### src/rtl/hpc_pkg.sv
// shared types and constants for the hysteresis peak counter
// no dependencies; imported by every module of the block
`default_nettype none

package hpc_pkg;

    localparam int SAMPLE_BITS = 16;
    localparam int THR_BITS    = 16;
    localparam int CNT_BITS    = 8;
    localparam int CMP_BITS    = (SAMPLE_BITS > THR_BITS) ? SAMPLE_BITS : THR_BITS;
    localparam int DWELL_BITS  = 9;
    localparam int RUN_BITS    = 17;
    localparam int PEAK_BITS   = 16;
    localparam int CFG_IDX_BITS = 3;

    localparam logic [DWELL_BITS-1:0] DWELL_MAX = {DWELL_BITS{1'b1}};
    localparam logic [RUN_BITS-1:0]   RUN_MAX   = {RUN_BITS{1'b1}};
    localparam logic [PEAK_BITS-1:0]  PEAK_MAX  = {PEAK_BITS{1'b1}};

    // register reset values
    localparam logic [THR_BITS-1:0] IDLE_THR_RST  = THR_BITS'(10);
    localparam logic [THR_BITS-1:0] LOW_THR_RST   = THR_BITS'(20);
    localparam logic [THR_BITS-1:0] HIGH_THR_RST  = THR_BITS'(50);
    localparam logic [THR_BITS-1:0] IDLE_LIM_RST  = THR_BITS'(100);
    localparam logic [CNT_BITS-1:0] MIN_CYC_RST   = CNT_BITS'(3);
    localparam logic [CNT_BITS-1:0] MAX_CYC_RST   = CNT_BITS'(40);

    typedef enum logic [CFG_IDX_BITS-1:0] {
        CFG_IDLE_THR  = 3'd0,
        CFG_LOW_THR   = 3'd1,
        CFG_HIGH_THR  = 3'd2,
        CFG_IDLE_LIM  = 3'd3,
        CFG_RISE_MIN  = 3'd4,
        CFG_HIGH_MIN  = 3'd5,
        CFG_FALL_MIN  = 3'd6,
        CFG_MAX_CYC   = 3'd7
    } t_cfg_idx;

    typedef struct packed {
        logic [THR_BITS-1:0] idle_thr;
        logic [THR_BITS-1:0] low_thr;
        logic [THR_BITS-1:0] high_thr;
        logic [THR_BITS-1:0] idle_lim;
        logic [CNT_BITS-1:0] rise_min;
        logic [CNT_BITS-1:0] high_min;
        logic [CNT_BITS-1:0] fall_min;
        logic [CNT_BITS-1:0] max_cyc;
    } t_cfg;

    typedef enum logic [3:0] {
        PH_IDLE = 4'b0001,
        PH_RISE = 4'b0010,
        PH_HIGH = 4'b0100,
        PH_FALL = 4'b1000
    } t_phase;

    localparam logic [1:0] CODE_IDLE = 2'd0;
    localparam logic [1:0] CODE_RISE = 2'd1;
    localparam logic [1:0] CODE_HIGH = 2'd2;
    localparam logic [1:0] CODE_FALL = 2'd3;

endpackage

`default_nettype wire

### src/rtl/hysteresis_peak_counter.sv
// top level of the hysteresis peak counter: sample register, config registers, tracker, result register
// depends on hpc_pkg, hpc_cfg_regs and hpc_tracker
`default_nettype none

// One sample in, one result out (peak count and phase after that sample).
// Each beat is held in the sample register and is evaluated by the tracker on
// its way into the result register, and a new sample is taken every cycle
// while the result side keeps up. The tracker's compare-and-count logic
// between the two registers sets the clock. Configuration writes are always
// ready and take effect the next cycle.
module hysteresis_peak_counter
    import hpc_pkg::*;
(
    input  wire logic                    i_clk,
    input  wire logic                    i_rst_n,
    input  wire logic                    i_in_valid,
    output logic                         o_in_stall,
    input  wire logic [SAMPLE_BITS-1:0]  i_sample,
    output logic                         o_out_valid,
    input  wire logic                    i_out_stall,
    output logic [PEAK_BITS-1:0]         o_peak_count,
    output logic [1:0]                   o_phase,
    input  wire logic                    i_cfg_valid,
    output logic                         o_cfg_ready,
    input  wire logic [CFG_IDX_BITS-1:0] i_cfg_index,
    input  wire logic [THR_BITS-1:0]     i_cfg_data
);

    t_cfg                   cfg;
    logic                   r_in_valid;
    logic [SAMPLE_BITS-1:0] r_sample;
    logic                   r_out_valid;
    logic [PEAK_BITS-1:0]   r_peak_count;
    logic [1:0]             r_phase;
    logic                   out_free, advance, in_take;
    logic [PEAK_BITS-1:0]   trk_peak;
    logic [1:0]             trk_phase;

    assign o_cfg_ready = 1'b1;

    hpc_cfg_regs u_cfg (
        .i_clk       (i_clk),
        .i_rst_n     (i_rst_n),
        .i_cfg_valid (i_cfg_valid),
        .i_cfg_index (i_cfg_index),
        .i_cfg_data  (i_cfg_data),
        .o_cfg       (cfg)
    );

    assign out_free   = !r_out_valid || !i_out_stall;
    assign advance    = r_in_valid && out_free;
    assign o_in_stall = r_in_valid && !out_free;
    assign in_take    = i_in_valid && !o_in_stall;

    hpc_tracker u_trk (
        .i_clk        (i_clk),
        .i_rst_n      (i_rst_n),
        .i_en         (advance),
        .i_sample     (r_sample),
        .i_cfg        (cfg),
        .o_peak_count (trk_peak),
        .o_phase      (trk_phase)
    );

    always_ff @(posedge i_clk) begin
        if (!i_rst_n) begin
            r_in_valid  <= 1'b0;
            r_out_valid <= 1'b0;
        end else begin
            if (in_take) begin
                r_in_valid <= 1'b1;
            end else if (advance) begin
                r_in_valid <= 1'b0;
            end
            if (advance) begin
                r_out_valid <= 1'b1;
            end else if (!i_out_stall) begin
                r_out_valid <= 1'b0;
            end
        end
    end

    always_ff @(posedge i_clk) begin
        if (in_take) begin
            r_sample <= i_sample;
        end
        if (advance) begin
            r_peak_count <= trk_peak;
            r_phase      <= trk_phase;
        end
    end

    assign o_out_valid  = r_out_valid;
    assign o_peak_count = r_peak_count;
    assign o_phase      = r_phase;

endmodule

`default_nettype wire

### src/rtl/hpc_cfg_regs.sv
// configuration register file of the hysteresis peak counter
// depends on hpc_pkg
`default_nettype none

module hpc_cfg_regs
    import hpc_pkg::*;
(
    input  wire logic                    i_clk,
    input  wire logic                    i_rst_n,
    input  wire logic                    i_cfg_valid,
    input  wire logic [CFG_IDX_BITS-1:0] i_cfg_index,
    input  wire logic [THR_BITS-1:0]     i_cfg_data,
    output t_cfg                         o_cfg
);

    t_cfg r_cfg;

    always_ff @(posedge i_clk) begin
        if (!i_rst_n) begin
            r_cfg.idle_thr <= IDLE_THR_RST;
            r_cfg.low_thr  <= LOW_THR_RST;
            r_cfg.high_thr <= HIGH_THR_RST;
            r_cfg.idle_lim <= IDLE_LIM_RST;
            r_cfg.rise_min <= MIN_CYC_RST;
            r_cfg.high_min <= MIN_CYC_RST;
            r_cfg.fall_min <= MIN_CYC_RST;
            r_cfg.max_cyc  <= MAX_CYC_RST;
        end else if (i_cfg_valid) begin
            unique case (t_cfg_idx'(i_cfg_index))
                CFG_IDLE_THR: r_cfg.idle_thr <= i_cfg_data;
                CFG_LOW_THR:  r_cfg.low_thr  <= i_cfg_data;
                CFG_HIGH_THR: r_cfg.high_thr <= i_cfg_data;
                CFG_IDLE_LIM: r_cfg.idle_lim <= i_cfg_data;
                CFG_RISE_MIN: r_cfg.rise_min <= i_cfg_data[CNT_BITS-1:0];
                CFG_HIGH_MIN: r_cfg.high_min <= i_cfg_data[CNT_BITS-1:0];
                CFG_FALL_MIN: r_cfg.fall_min <= i_cfg_data[CNT_BITS-1:0];
                CFG_MAX_CYC:  r_cfg.max_cyc  <= i_cfg_data[CNT_BITS-1:0];
                default: ;
            endcase
        end
    end

    assign o_cfg = r_cfg;

endmodule

`default_nettype wire

### src/rtl/hpc_tracker.sv
// phase tracker: phase, dwell, idle run and peak count state with next-state logic
// depends on hpc_pkg
`default_nettype none

module hpc_tracker
    import hpc_pkg::*;
(
    input  wire logic                   i_clk,
    input  wire logic                   i_rst_n,
    input  wire logic                   i_en,
    input  wire logic [SAMPLE_BITS-1:0] i_sample,
    input  t_cfg                        i_cfg,
    output logic [PEAK_BITS-1:0]        o_peak_count,
    output logic [1:0]                  o_phase
);

    t_phase                r_phase, n_phase;
    logic [DWELL_BITS-1:0] r_dwell, n_dwell;
    logic [RUN_BITS-1:0]   r_idle_run, n_idle_run;
    logic [PEAK_BITS-1:0]  r_peaks, n_peaks;

    logic [CMP_BITS-1:0]   s_ext, idle_ext, low_ext, high_ext;
    logic                  is_idle, run_clear;
    logic [RUN_BITS-1:0]   run_inc;
    logic [DWELL_BITS-1:0] dwell_inc, max_ext, rise_ext, hmin_ext, fall_ext;
    t_phase                ph_eff;

    always_comb begin
        s_ext    = CMP_BITS'(i_sample);
        idle_ext = CMP_BITS'(i_cfg.idle_thr);
        low_ext  = CMP_BITS'(i_cfg.low_thr);
        high_ext = CMP_BITS'(i_cfg.high_thr);
        max_ext  = DWELL_BITS'(i_cfg.max_cyc);
        rise_ext = DWELL_BITS'(i_cfg.rise_min);
        hmin_ext = DWELL_BITS'(i_cfg.high_min);
        fall_ext = DWELL_BITS'(i_cfg.fall_min);

        is_idle = s_ext < idle_ext;
        if (is_idle) begin
            run_inc = (r_idle_run != RUN_MAX) ? r_idle_run + 1'b1 : r_idle_run;
        end else begin
            run_inc = '0;
        end
        run_clear  = run_inc > RUN_BITS'(i_cfg.idle_lim);
        n_idle_run = run_clear ? '0 : run_inc;
        n_peaks    = run_clear ? '0 : r_peaks;
        ph_eff     = is_idle ? PH_IDLE : r_phase;

        dwell_inc = (r_dwell != DWELL_MAX) ? r_dwell + 1'b1 : r_dwell;
        n_dwell   = dwell_inc;
        n_phase   = ph_eff;

        unique case (ph_eff)
            PH_IDLE: begin
                if (s_ext > low_ext && s_ext > idle_ext) begin
                    n_phase = PH_RISE;
                    n_dwell = '0;
                end
            end
            PH_RISE: begin
                if (dwell_inc > max_ext) begin
                    n_phase = PH_IDLE;
                    n_dwell = '0;
                end else if (dwell_inc > rise_ext && s_ext > high_ext) begin
                    n_phase = PH_HIGH;
                    n_dwell = '0;
                end
            end
            PH_HIGH: begin
                if (dwell_inc > max_ext) begin
                    n_phase = PH_IDLE;
                    n_dwell = '0;
                end else if (dwell_inc > hmin_ext && s_ext < high_ext) begin
                    n_phase = PH_FALL;
                    n_dwell = '0;
                    if (n_peaks != PEAK_MAX) begin
                        n_peaks = n_peaks + 1'b1;
                    end
                end
            end
            PH_FALL: begin
                if (dwell_inc > max_ext) begin
                    n_phase = PH_IDLE;
                    n_dwell = '0;
                end else if (dwell_inc > fall_ext && s_ext < low_ext) begin
                    n_phase = PH_IDLE;
                    n_dwell = '0;
                end
            end
            default: begin
                n_phase = PH_IDLE;
                n_dwell = '0;
            end
        endcase
    end

    always_ff @(posedge i_clk) begin
        if (!i_rst_n) begin
            r_phase    <= PH_IDLE;
            r_dwell    <= '0;
            r_idle_run <= '0;
            r_peaks    <= '0;
        end else if (i_en) begin
            r_phase    <= n_phase;
            r_dwell    <= n_dwell;
            r_idle_run <= n_idle_run;
            r_peaks    <= n_peaks;
        end
    end

    // next-state values go straight to the result register
    always_comb begin
        o_peak_count = n_peaks;
        unique case (n_phase)
            PH_IDLE: o_phase = CODE_IDLE;
            PH_RISE: o_phase = CODE_RISE;
            PH_HIGH: o_phase = CODE_HIGH;
            PH_FALL: o_phase = CODE_FALL;
            default: o_phase = CODE_IDLE;
        endcase
    end

endmodule

`default_nettype wire
### config.mk
export PLATFORM = sky130hd
export DESIGN_NAME = hysteresis_peak_counter
export DESIGN_NICKNAME = d
export VERILOG_FILES = /design/src/rtl/hpc_pkg.sv /design/src/rtl/hysteresis_peak_counter.sv /design/src/rtl/hpc_cfg_regs.sv /design/src/rtl/hpc_tracker.sv
export SDC_FILE = /design/constraint.sdc
export NUM_CORES = 1
export LEC_CHECK = 0
export BUFFER_PORTS_ARGS = -buffer_cell sky130_fd_sc_hd__buf_4
export CAP_MARGIN = 10
export CORE_ASPECT_RATIO = 0.5
export CORE_MARGIN = 10
export CORE_UTILIZATION = 62
export CTS_CLUSTER_DIAMETER = 150
export CTS_CLUSTER_SIZE = 20
export DETAILED_ROUTE_END_ITERATION = 12
export PLACE_DENSITY = 0.83
export SYNTH_ARGS = -nofsm -noshare
export SYNTH_HDL_FRONTEND = slang
export SYNTH_HIERARCHICAL = 1
export SYNTH_SLANG_ARGS = --single-unit
### constraint.sdc
create_clock -name i_clk -period 6.8 [get_ports i_clk]
set_input_delay 1.36 -clock i_clk [delete_from_list [all_inputs] [get_ports i_clk]]
set_output_delay 1.36 -clock i_clk [all_outputs]
set_load 0.05 [all_outputs]
==> impl_metrics.csv <==
group,metric,value,unit
critical_path,crit_top_cell,"ha_1",
clock_network,postCtsSetupRepairBufs,0,
final_layout,multi_input_area,0.00581,mm2
detailed_routing,wire_per_inst,18.2,um
critical_path,arrival,6.35,ns
yosys,yosys.cell_types.count,82,
clock_network,cts_tree,"done",
global_route,grt_pass1_wl,41.7,mm
detailed_routing,wl_met1,11.3,mm
detailed_routing,dr_wl_met3,1.76,mm
critical_path,r2r_start,"r_sample[3]$_DFFE_PP_",
yosys,synthFlopType,"dfxtp_1",
power_and_ir_drop,p_int,1.68,mW
detailed_routing,via_per_inst,6.12,
flow_run,maxCapViolations,0,
power_and_ir_drop,finalPower,2.33,mW
power_and_ir_drop,p_clk_frac,0.413,
detailed_routing,ant_nets,0,
timing,worst-slew-pin-transition,1.18,ns
global_route,antenna_found_initial,1,
critical_path,worstSetupEndpoint,"o_peak_count[3]$_DFFE_PP_",
global_route,grt_max_degree,85,
yosys,synth_nets,1272,
final_layout,antennaDiodeCount,0,
timing,fmax,0.162,GHz
timing,min_period,6.19,ns
clock_network,clk_path_buf_depth,2,
placement,gp_congestion,0.884,
detailed_routing,highest-signal-layer,"met4",
clock_network,postCtsHoldBufs,0,
die,die_h,111,um
global_route,grt_pass1_vias,8436,
die,num_io_pins,61,
clock_network,cts_buffers,17,
critical_path,critPathMaxStageDelay,0.51,ns
final_layout,fin_area,0.0115,mm2
clock_network,cts_sinks,178,
critical_path,path_cells,"ha_1 -> a21oi_1 -> o21ai_0 -> o31ai_1 -> nand2_1 -> buf_4 -> nor2_1 -> ha_1 -> a21oi_1 -> o21a_1 -> o221ai_1 -> a21oi_2 -> a2bb2oi_1 -> buf_4 -> nand2_1 -> inv_1 -> ha_1 -> nand3_1 -> nor4_4 -> o221ai_2 -> nor3b_2 -> xnor2_1 -> nor2_1",
yosys,async_flop_share,0,
yosys,syn_inst,1133,
power_and_ir_drop,pwr-share-seq,0.480,
power_and_ir_drop,ir_drop,0.183,mV
critical_path,r2r_cells,23,
placement,dp_slack,0.754,ns
power_and_ir_drop,power_frac_comb,0.107,
timing,relSlewSlack,0.200,
critical_path,startpoint,"r_sample[3]$_DFFE_PP_",
power_and_ir_drop,p_leak,4.97,nW
timing,skew,0.0122,ns
yosys,netlist_area,0.0103,mm2
detailed_routing,wl_met2,12.1,mm
die,rows,33,
global_route,grt_util_all_layers,0.225,
die,die_area,0.0225,mm2
placement,port_buffers,59,
placement,place_area,0.0109,mm2
power_and_ir_drop,switching_share,0.278,
power_and_ir_drop,p_sw,0.646,mW
worst_hold_path,hp-class,"flop to flop",
detailed_routing,vias,8613,
die,coreArea,0.0164,mm2
final_layout,syn2layout_area_growth,10.9,%
critical_path,r2r_end,"o_peak_count[3]$_DFFE_PP_",
detailed_routing,first_iter_violations,735,
final_layout,final_util,0.701,
critical_path,path_class,"flop to flop",
placement,hpwlAfterDp,18.4,mm
final_layout,fillers,1278,
run_status,status,"finished clean",
critical_path,startpoint_type,"flop",
yosys,synth_edf_count,34,
detailed_routing,dr.pass1.iters,5,
clock_network,ctsResizeCount,0,
timing,rsz0062_at_grt,"no",
yosys,synth-seq-cells,178,
clock_network,clk_pin_slew,0.07,ns
clock_network,clockRootBuffer,"clkbuf_16",
critical_path,end_kind,"flop",
global_route,grt.overflow.total,0,
timing,hold_viol,0,
critical_path,cp_max_fo,17,
clock_network,worstSkewPairLatency,0.44,ns
timing,final_min_period_over_clock_period,0.910,
critical_path,worstPathRequired,6.96,ns
final_layout,drive_gt1_frac,0.109,
critical_path,r2r_setup_slack,0.61,ns
power_and_ir_drop,power_density,203,mW/mm2
final_layout,nNetsFinal,1306,
clock_network,htree_levels,4,
yosys,yosysSeqAreaShare,0.378,
timing,report.final.setup_viol,0,
die,die_w,203,um
timing,finalMaxSlewViolations,0,
timing,worst_slack,0.609,ns
yosys,synth_area_per_cell,9.12,um2
detailed_routing,drc,0,
critical_path,cpMaxStageDelayCell,"nand2_1",
yosys,yosys_warnings,6,
timing,finalSetupTns,0,ns
detailed_routing,drt-total-wl,25.7,mm
die,start_util,0.632,
final_layout,regArea,0.00390,mm2
==> flip-flops by register name (all words and copies together) (netlist names) <==
signal,cells
u_trk/r_phase,4
o_peak_count,16
u_trk/r_peaks,16
o_out_valid,1
r_in_valid,1
o_phase,2
u_trk/r_idle_run,17
u_cfg/o_cfg,96
u_trk/r_dwell,9
r_sample,16
==> worst max-delay path, delay by kind of cell (launching register included) <==
family,cells,cell delay [ns]
XOR/XNOR,1,0.13
AO/OA/AOI/OAI,9,1.88
adder cells (fa/ha/maj),3,0.86
AND/OR/NAND/NOR,7,1.88
buffers and inverters,3,0.68
flip-flops,1,0.45
==> metal layers <==
layer,track usage,vias to the layer above
met5,0,-
met3,0.0505,60
met1,0.284,4135
li1,-,4108
met4,0.0805,0
met2,0.370,310
==> through the flow <==
step / cells / hold WS (ns)
3_5_place_dp: 1375 / 0.450
6_report: 1407 / 0.460
3_3_place_gp: 1375 / 0.444
5_1_grt: 1407 / 0.479
4_1_cts: 1407 / 0.461
2_1_floorplan: 1133 / 0.435
==> layout by cell type, fill, tap and decap left out, types with 5 or more instances in the layout <==
cell type / instances
nor2b_1: 34
mux2i_1: 100
a32o_1: 8
xor2_1: 20
o211ai_1: 7
buf_4: 66
and3_1: 10
nand2_1: 153
dfxtp_1: 144
nor2_1: 54
a22o_1: 10
ha_1: 99
nand4_1: 33
a21o_1: 9
o21ai_0: 18
xnor2_1: 12
a31oi_1: 11
nor3_1: 9
inv_8: 5
edfxtp_1: 34
clkbuf_16: 17
a21oi_1: 43
nand3_1: 42
inv_1: 107
nand2b_1: 6
and4_1: 6
==> Yosys cell counts (all sizes together), types with 12 or more instances <==
| cell type | number | area (um2) |
|---|---|---|
| xor2 | 20 | 175 |
| nor2 | 55 | 206 |
| edfxtp | 34 | 1020 |
| nand3 | 44 | 230 |
| nand4 | 33 | 206 |
| a21oi | 45 | 233 |
| mux2i | 100 | 1000 |
| o21ai | 22 | 110 |
| inv | 107 | 402 |
| xnor2 | 12 | 105 |
| nor2b | 35 | 219 |
| clkbuf | 33 | 124 |
| nand2 | 153 | 574 |
| ha | 99 | 1240 |
| buf | 18 | 123 |
| dfxtp | 144 | 2880 |
==> final cells by class <==
class | count | share of cell area
inverter | 107 | 0.0350
sequential | 178 | 0.341
clock buffer | 18 | 0.0374
multi-input combinational | 797 | 0.507
tap | 227 | 0.0248
timing repair buffer | 66 | 0.0432
clock inverter | 14 | 0.0122
==> power by group through the flow <==
stage | combinational [mW] | clock, mW | sequential, mW
after floorplan | 0.145 | 0 | 1.16
after global placement | 0.232 | 0 | 1.14
after detailed placement | 0.241 | 0 | 1.14
after CTS | 0.244 | 0.973 | 1.12
after global routing | 0.269 | 1.02 | 1.12
final | 0.249 | 0.960 | 1.12
==> logic make-up after synthesis <==
logic type | synth area share
compound gates | 0.115
flops | 0.378
xor+xnor | 0.0271
fa+ha+maj | 0.120
buf+inv | 0.0627
other cells | 0.000363
mux | 0.0991
simple gates | 0.198
==> how the worst min path moves through the flow <==
stage                                 startpoint                      endpoint  slack, ns  cells past startpoint
floorplan           u_cfg/o_cfg[36]$_SDFFE_PN0P_  u_cfg/o_cfg[36]$_SDFFE_PN0P_       0.43                      2
global placement    u_cfg/o_cfg[69]$_SDFFE_PN0P_  u_cfg/o_cfg[69]$_SDFFE_PN0P_       0.44                      2
detailed placement  u_cfg/o_cfg[78]$_SDFFE_PN0P_  u_cfg/o_cfg[78]$_SDFFE_PN0P_       0.45                      2
CTS                 u_cfg/o_cfg[36]$_SDFFE_PN0P_  u_cfg/o_cfg[36]$_SDFFE_PN0P_       0.46                      2
global route        u_cfg/o_cfg[36]$_SDFFE_PN0P_  u_cfg/o_cfg[36]$_SDFFE_PN0P_       0.48                      2
finish              u_cfg/o_cfg[36]$_SDFFE_PN0P_  u_cfg/o_cfg[36]$_SDFFE_PN0P_       0.46                      2
(Power assumes the default switching activity.)
